--- config.mk ---
export PLATFORM = sky130hd
export DESIGN_NAME = gfba_ctrl
export DESIGN_NICKNAME = d
export VERILOG_FILES = /design/src/rtl/core/gfba_pkg.sv /design/src/rtl/core/gfba_ctrl.sv
export SDC_FILE = /design/constraint.sdc
export NUM_CORES = 1
export LEC_CHECK = 0
export ABC_AREA = 0
export BUFFER_PORTS_ARGS = -buffer_cell sky130_fd_sc_hd__buf_2
export CAP_MARGIN = 30
export CORE_AREA = 10 10 47 49
export DETAILED_ROUTE_END_ITERATION = 10
export DIE_AREA = 0 0 57 59
export GPL_TIMING_DRIVEN = 1
export PLACE_DENSITY = 0.48
export SLEW_MARGIN = 20
export SYNTH_ARGS = -nofsm -noshare
export SYNTH_HDL_FRONTEND = slang
export SYNTH_SLANG_ARGS = --single-unit
--- constraint.sdc ---
create_clock -name clk -period 1.1 [get_ports clk]
set_input_delay 0.11 -clock clk [delete_from_list [all_inputs] [get_ports clk]]
set_output_delay 0.11 -clock clk [all_outputs]
set_load 0.005 [all_outputs]
--- src/rtl/core/gfba_pkg.sv ---
// Package for the grouped free-block allocator: word types, command and
// status structs between controller and datapath, and shared constants.
// Depends on nothing.
package gfba_pkg;

    localparam int GROUP_SIZE_DEF = 32;
    localparam int NBLOCKS_DEF    = 1024;
    localparam int BLOCK_W        = 10;
    localparam int FREE_W         = 11;

    localparam logic OP_ALLOC = 1'b0;
    localparam logic OP_FREE  = 1'b1;

    typedef struct packed {
        logic               operation;
        logic [BLOCK_W-1:0] block_number;
    } gfba_req_t;

    typedef struct packed {
        logic               ok;
        logic [BLOCK_W-1:0] granted_block;
        logic [FREE_W-1:0]  free_total;
    } gfba_rsp_t;

    typedef struct packed {
        logic load;
        logic push;
        logic pop;
        logic refill;
        logic spill;
        logic deliver;
    } gfba_cmd_t;

    typedef struct packed {
        logic item_ok;
        logic item_alloc;
        logic stack_full;
        logic top_zero;
        logic copy_end;
    } gfba_status_t;

endpackage

--- src/rtl/core/gfba_ctrl.sv ---
// Controller state machine of the grouped free-block allocator.
// Depends on gfba_pkg; drives the datapath through gfba_cmd_t.
module gfba_ctrl
    import gfba_pkg::*;
(
    input  logic         clk,
    input  logic         rst_n,
    input  logic         req_valid,
    output logic         req_ready,
    output logic         rsp_valid,
    input  logic         rsp_ready,
    input  gfba_status_t status,
    output gfba_cmd_t    cmd
);

    typedef enum logic [2:0] {
        S_IDLE,
        S_POP,
        S_REFILL,
        S_SPILL,
        S_FINISH
    } state_t;

    state_t state_reg, state_next;
    logic   rsp_valid_reg, rsp_valid_next;
    logic   slot_free;

    assign slot_free = !rsp_valid_reg || rsp_ready;
    assign req_ready = (state_reg == S_IDLE);
    assign rsp_valid = rsp_valid_reg;

    always_comb
    begin
        state_next     = state_reg;
        rsp_valid_next = rsp_valid_reg && !rsp_ready;
        cmd            = '0;
        case (state_reg)
            S_IDLE:
            begin
                if (req_valid)
                begin
                    cmd.load = 1'b1;
                    if (!status.item_ok)
                    begin
                        state_next = S_FINISH;
                    end
                    else if (status.item_alloc)
                    begin
                        state_next = S_POP;
                    end
                    else if (status.stack_full)
                    begin
                        state_next = S_SPILL;
                    end
                    else
                    begin
                        cmd.push   = 1'b1;
                        state_next = S_FINISH;
                    end
                end
            end
            S_POP:
            begin
                cmd.pop    = 1'b1;
                state_next = status.top_zero ? S_REFILL : S_FINISH;
            end
            S_REFILL:
            begin
                cmd.refill = 1'b1;
                if (status.copy_end)
                begin
                    state_next = S_FINISH;
                end
            end
            S_SPILL:
            begin
                cmd.spill = 1'b1;
                if (status.copy_end)
                begin
                    state_next = S_FINISH;
                end
            end
            S_FINISH:
            begin
                if (slot_free)
                begin
                    cmd.deliver    = 1'b1;
                    rsp_valid_next = 1'b1;
                    state_next     = S_IDLE;
                end
            end
            default:
            begin
                state_next = S_IDLE;
            end
        endcase
    end

    always_ff @(posedge clk or negedge rst_n)
    begin
        if (!rst_n)
        begin
            state_reg     <= S_IDLE;
            rsp_valid_reg <= 1'b0;
        end
        else
        begin
            state_reg     <= state_next;
            rsp_valid_reg <= rsp_valid_next;
        end
    end

endmodule

# Word level (Yosys, flattened, before mapping)
# Cells that the tools add are included.
# word_totals
ff_bits	4
elab_cells	36
# op_classes
n_eq_ne	7
muxes	20
n_reduce_logical	7
# op_table
op	count
two-way mux 3 bit	7
one-hot mux 3 bit (4 select lines)	1
two-way mux 1 bit	10
equality test 3 x 2 -> 1 bit, second input constant	2
two-way mux 2 bit	2
inequality test 2 bit, second input constant	2
equality test 3 x 1 -> 1 bit, second input constant	1
equality test 3 bit, second input constant	1
zero test 3 bit	1
AND reduction 3 bit	1
zero test 1 bit	2
inequality test 2 x 1 -> 1 bit, second input constant	1
OR reduction 2 bit	1
logical AND 1 bit	1
logical OR 1 bit	1

# Depth between registers and ports, before layout
# Gate-level depths: netlist of the first run.
# logic_depth
word_depth	5
ltp_mapped	4
mapped_depth_nobuf	3

# Worst setup path after synthesis of the first run
# OpenSTA, ideal clock, no wires.
# synth_timing
path_type	flip-flop to output port
startpoint	register state_reg[1]
endpoint	output cmd[4] (netlist name)
arrival_time_ps	998
t_required_ps	990
slack_ps	-8
stages_incl_launch_ff	5
path_buffers	1
path_cell_list	dfrtp_1 buf_6 nor4b_4 nand2_2 nor3_2
# synth_lines
item	line_no	source
start: declaration	gfba_ctrl.sv:24	state_t state_reg, state_next;
start signal: assignment	gfba_ctrl.sv:108	state_reg <= state_next;
end: declaration	gfba_ctrl.sv:13	output gfba_cmd_t cmd

==> flow_metrics.py, run 1 <==
metrics = {
    "synth": {
        "post_synth.cell_area_avg_um2": 9.38,
        "synthesis.instances": 32,
        "synth_top_cells_by_area": "dfrtp_1 33%, nor4b_4 7.9%, nand2b_1 6.3%",
        "synth.cell_area_um2": 300,
        "yosys_register_bits": 4,
        "yosys.area.top_type_share_pct": 33.3,
        "yosys.area.top_type": "dfrtp_1",
        "synth_seq_area_share_pct": 33.3,
        "synthDistinctLibCells": 21,
        "synth.net_count": 41,
        "synthesis.yosys.warnings": 0,
    },
    "sta": {
        "final_setup_viols": 10,
        "achievable-frequency_ghz": 0.715,
        "drv_slew": 0,
        "clock_skew_ns": 0.00138,
        "rsz0062_at_grt": "yes",
        "holdWs_ns": 0.116,
        "slew-limit-headroom_pct": 81.8,
        "timing.final.ws_setup_ns": -0.299,
        "min_period_over_period_pct": 127,
        "worst-slew-pin-transition_ns": 0.270,
        "final_period_minus_worst_setup_slack_ns": 1.40,
        "finalHoldViolations": 0,
    },
    "detailed_routing": {
        "totalWireLength_mm": 1.05,
        "drt_iter0_drc": 3,
        "vias_per_cell": 4.60,
        "routedWlPerCell_um": 13.7,
        "vias": 354,
        "detail_route.drc_violations": 0,
        "drt_first_pass_iters": 3,
        "ant_nets": 0,
    },
    "worst_hold_path": {
        "hold_path.class": "in -> reg",
        "holdCritStartpoint": "status[0]",
        "min_delay_path_depth": 2,
        "worst_hold_path.endpoint": "state_reg[1]",
    },
    "floorplan": {
        "std_cell_rows": 14,
        "effective_utilization_at_floorplan_pct": 21.4,
        "die_height_um": 59,
        "die_area_um2": 3360,
        "fp.coreArea_um2": 1400,
        "die-width_um": 57,
        "top_level_ports": 17,
    },
    "setup_path": {
        "number_of_cells_on_the_worst_reg_to_reg_path": 6,
        "timing.reg2reg.setup_slack_ns": -0.29,
        "worstPathArrival_ns": 1.29,
        "critical_path_required_ns": 0.99,
        "regToRegStartpoint": "state_reg[0]",
        "worstReg2RegEnd": "state_reg[0]",
        "setup.worst_path.start_class": "flop",
        "worstPathMaxFanout": 5,
        "worst_setup_path_end_kind": "output port",
        "timing_worst_setup_path_type": "reg -> out",
    },
    "place": {
        "detailed_place_hpwl_um": 784,
        "place.port_buffers": 16,
        "place.gp.congestion": 0.746,
        "dp.cells": 67,
    },
    "global_route": {
        "grt.total_usage_pct": 6.10,
        "globalRoute.totalOverflow": 0,
        "first_global_vias": 376,
        "grt_antenna_before_repair": 0,
        "grt_start_max_net_pins": 7,
        "grt_first_pass_wirelength_mm": 1.57,
    },
    "cells_and_area": {
        "drive_above_1_share_pct": 70.5,
        "syn2layout_area_growth_pct": 94.6,
        "stdcell_count": 77,
        "fill_cell_count": 150,
        "insertedDiodeCount": 0,
        "num-nets-final": 72,
        "flip_flop_count_of_the_largest_register_after_layout": 3,
    },
    "clock_network": {
        "cts-root-to-sink-buffers": 2,
        "htreeDepth": 1,
        "cts_tree": "done",
        "cts_buffers": 3,
        "worst_skew_pair.late_latency_ns": 0.23,
        "cts.root.buffer_cell": "clkbuf_4",
        "cts_num_sinks": 4,
        "path_clk_slew_ns": 0.04,
    },
    "status": {
        "violations": "negative setup slack",
        "status": "finished, violations left",
    },
    "power": {
        "powerDensity_nw_per_um2": 1990,
        "peakVddDrop_mv": 0.774,
        "total_leakage_power_nw": 0.290,
    },
    "flow_run": {
        "max_capacitance_violation_count": 0,
    },
}
-- through the flow --
stage	utilization (%)	setup TNS (ns)	total power, mW	setup WS (ns)	instance area (um2)
3_5_place_dp	30.1	-0.215	0.712	-0.0902	422
5_1_grt	41.7	-2.68	1.25	-0.361	584
2_1_floorplan	-	-0.00816	0.508	-0.00816	300
4_1_cts	37.4	-2.07	1.05	-0.319	524
6_report	41.7	-2.16	1.16	-0.299	584
3_3_place_gp	30.1	-0.170	0.715	-0.0713	422
-- area by class of cell --
class / instances / area [um2] / share of cell area, %
multi-input cells: 25 / 234 / 40.0
inverters: 1 / 3.75 / 0.642
clock buffers: 3 / 22.5 / 3.85
well taps: 16 / 20.0 / 3.43
flip-flops and latches: 4 / 103 / 17.6
repair buffers: 28 / 201 / 34.5
-- placed cells by master (no fill, tap or decap) --
cell,instances
nor4b_4,1
nand2_1,2
o2bb2ai_2,1
nor3_4,1
nand2b_1,2
o311ai_2,1
o311ai_4,1
inv_1,1
nand3b_1,1
nor3b_2,1
dfrtp_1,2
nand2_2,1
nor2_2,2
nor3_2,1
o21ai_0,1
clkbuf_4,3
buf_6,7
nor2_1,2
dfrtp_2,2
and3b_1,1
and3_1,2
buf_2,15
a21boi_1,1
o22ai_1,2
buf_4,5
dlygate4sd3_1,1
nand2b_4,1
-- cells in the mapped netlist --
cell	n
a21boi_1	1
nor3b_1	1
nor2_1	4
buf_2	1
nor3_1	1
o22ai_1	2
o21ai_0	1
nor4b_4	1
o311ai_0	1
nand2_2	1
inv_1	1
nand3b_1	1
nor3_2	1
o311ai_1	1
buf_6	1
and3_1	2
and3b_1	1
nand2_1	2
nand2b_1	3
o2bb2ai_2	1
dfrtp_1	4
-- per-layer routing --
metal | share of wire [%] | GRT usage, %
met2 | 44 | 8.37
met5 | 0 | 0
met4 | 2.6 | 7.05
met3 | 9.3 | 3.22
met1 | 44 | 6.09
-- cell families after synthesis --
logic type / count (synthesis) / share of synthesized area (%)
simple gates: 18 / 40.8
compound gates: 7 / 19.2
flops: 4 / 33.3
buf+inv: 3 / 6.66
-- timing repair --
action | in CTS | in global routing
resized for setup | 11 | 8
endpoints found under the setup margin | 10 | 10
pin swaps | 4 | 4
endpoints found under the hold margin | 4 | 0
buffers inserted | 3 | 4
hold buffers | 1 | 0
-- worst max path at each step --
stage | start | end | depth (start not counted)
finish | state_reg[0] | cmd[0] | 5
global route | state_reg[0] | cmd[4] | 4
CTS | state_reg[1] | cmd[4] | 4
detailed placement | state_reg[1] | state_reg[0] | 4
global placement | state_reg[1] | cmd[4] | 4
floorplan | state_reg[1] | cmd[4] | 4
-- power by group --
group          total [mW]  switching, mW  leakage [nW]  internal (mW)
Clock               0.178         0.0561        0.0138          0.122
Combinational       0.742          0.321         0.227          0.421
Sequential          0.245         0.0443        0.0495          0.201
-- critical path: stages, from the launching register on --
cell and delay [ns]:
dfrtp_2 0.41, buf_4 0.17, buf_4 0.14, nor2_2 0.08, and3_1 0.15, buf_2 0.10
Power figures use the tool's default switching activity.
==> inputs of run 2 (changes only) <==
PLACE_DENSITY = 0.47   (was 0.48)
clock period = 1.7 ns   (was 1.1 ns; I/O delays follow)
==> run 2 against run 1 <==
The run now ends clean. Count of clock-buffer cells in the layout unchanged. Final cell count decreased by 14%. Largest power group unchanged. Highest routed layer is now met3. Wire length decreased by 19%.
==> flow_metrics.py, run 2 (same netlist as run 1, synthesis figures left out) <==
metrics = {
    "status": {
        "status": "finished clean",
    },
    "power": {
        "powerDensity_nw_per_um2": 1270,
        "total_leakage_power_nw": 0.214,
        "peakVddDrop_mv": 0.397,
        "finalPower_mw": 0.531,
    },
    "sta": {
        "final_setup_viols": 0,
        "min_period_over_period_pct": 90.3,
        "setup_total_negative_slack_ns": 0,
        "clock_skew_ns": 0.000446,
        "rsz0062_at_grt": "no",
        "slew-limit-headroom_pct": 73.0,
        "finalHoldViolations": 0,
        "final_period_minus_worst_setup_slack_ns": 1.54,
        "worst-slew-pin-transition_ns": 0.405,
        "achievable-frequency_ghz": 0.651,
        "drv_slew": 0,
    },
    "cells_and_area": {
        "flip_flop_count_of_the_largest_register_after_layout": 3,
        "insertedDiodeCount": 0,
        "drive_above_1_share_pct": 46.0,
        "utilization_pct": 29.7,
        "syn2layout_area_growth_pct": 38.8,
        "num-nets-final": 61,
        "final_common_cell": "buf_2",
        "most-common-layout-cells": "16 x buf_2, 4 x nor2_1, 4 x dfrtp_1",
        "stdcell_count": 66,
        "fill_cell_count": 164,
        "design_area_um2": 417,
    },
    "worst_hold_path": {
        "holdCritStartpoint": "status[0]",
        "min_delay_path_depth": 2,
        "worst_hold_path.endpoint": "state_reg[1]",
        "hold_path.class": "in -> reg",
    },
    "setup_path": {
        "timing.reg2reg.setup_slack_ns": 0.48,
        "worstPathMaxFanout": 10,
        "number_of_cells_on_the_worst_reg_to_reg_path": 2,
        "regToRegStartpoint": "state_reg[0]",
        "worstReg2RegEnd": "state_reg[2]",
        "timing_worst_setup_path_type": "reg -> out",
        "setup.worst_path.start_class": "flop",
        "worst_setup_path_end_kind": "output port",
        "critical_path_required_ns": 1.53,
        "worstPathArrival_ns": 1.37,
    },
    "clock_network": {
        "htreeDepth": 1,
        "path_clk_slew_ns": 0.04,
        "cts_num_sinks": 4,
        "cts_tree": "done",
        "cts.root.buffer_cell": "clkbuf_4",
        "worst_skew_pair.late_latency_ns": 0.23,
        "post_cts_resized": 0,
        "cts_buffers": 3,
        "cts-root-to-sink-buffers": 2,
    },
    "floorplan": {
        "die_height_um": 59,
        "std_cell_rows": 14,
        "die_area_um2": 3360,
        "effective_utilization_at_floorplan_pct": 21.4,
        "fp.coreArea_um2": 1400,
        "top_level_ports": 17,
        "die-width_um": 57,
    },
    "global_route": {
        "grt_antenna_before_repair": 0,
        "globalRoute.totalOverflow": 0,
        "grt_first_pass_wirelength_mm": 1.29,
        "grt_start_max_net_pins": 11,
        "first_global_vias": 320,
        "grt.total_usage_pct": 4.80,
    },
    "place": {
        "cell_area_placed_um2": 384,
        "place.gp.congestion": 0.667,
        "detailed_place_hpwl_um": 693,
        "place.port_buffers": 16,
        "dp.cells": 62,
    },
    "detailed_routing": {
        "ant_nets": 0,
        "totalWireLength_um": 851,
        "detail_route.drc_violations": 0,
        "drt_first_pass_iters": 2,
        "vias_per_cell": 4.70,
        "routedWlPerCell_um": 12.9,
        "drt_iter0_drc": 3,
        "vias": 310,
    },
    "flow_run": {
        "max_capacitance_violation_count": 0,
    },
}
-- run 2: changes by cell type in the layout (fill, tap and decap cells not counted), sizes merged --
cell and delta:
buf -11
-- run 2: what timing repair did --
item,4_1_cts,5_1_grt
endpoints found under the hold margin,4,0
hold buffers,1,0
setup buffers,0,0
-- run 2: how the worst max path moves through the flow --
stage	endpoint	slack, ns	depth (start not counted)	startpoint
after floorplan	cmd[4]	0.53	4	state_reg[1]
after global placement	cmd[4]	0.42	4	state_reg[1]
after global routing	cmd[4]	0.04	4	state_reg[1]
after detailed placement	cmd[4]	0.41	4	state_reg[1]
after CTS	cmd[4]	0.15	4	state_reg[1]
final	cmd[4]	0.16	4	state_reg[0]
-- run 2: critical path, stage by stage (launching register included) --
cell	delay, ns
dfrtp_1	0.51
nor4b_4	0.29
nand2_2	0.10
nor3_2	0.09
buf_2	0.13
-- run 2: power by group --
group          switching [mW]  internal [mW]
registers              0.0605          0.127
logic                   0.106          0.118
clock network          0.0401         0.0791
-- run 2: metrics by stage --
step | hold WS (ns) | setup slack [ns]
finish | 0.158 | 0.164
global route | 0.166 | 0.0421
CTS | 0.152 | 0.146
detailed placement | -0.0186 | 0.409
global placement | -0.0211 | 0.418
floorplan | -0.126 | 0.532
-- run 2: metal layers --
layer | GRT usage (%) | vias to the layer above | part of all wire, % | routed length, um
li1 | - | 154 | - | -
met1 | 5.72 | 139 | 50 | 428
met2 | 6.67 | 17 | 41 | 346
met3 | 3.00 | 0 | 8.9 | 76
met4 | 2.01 | 0 | 0 | 0
met5 | 0 | - | 0 | 0
-- run 2: layout make-up --
class                           count  area [um2]  area share (%)
Sequential cell                     4         100            24.0
Inverter                            1        3.75           0.901
Tap cell                           16        20.0            4.80
Clock buffer                        3        22.5            5.41
Timing Repair Buffer               17        90.1            21.6
Multi-Input combinational cell     25         180            43.2
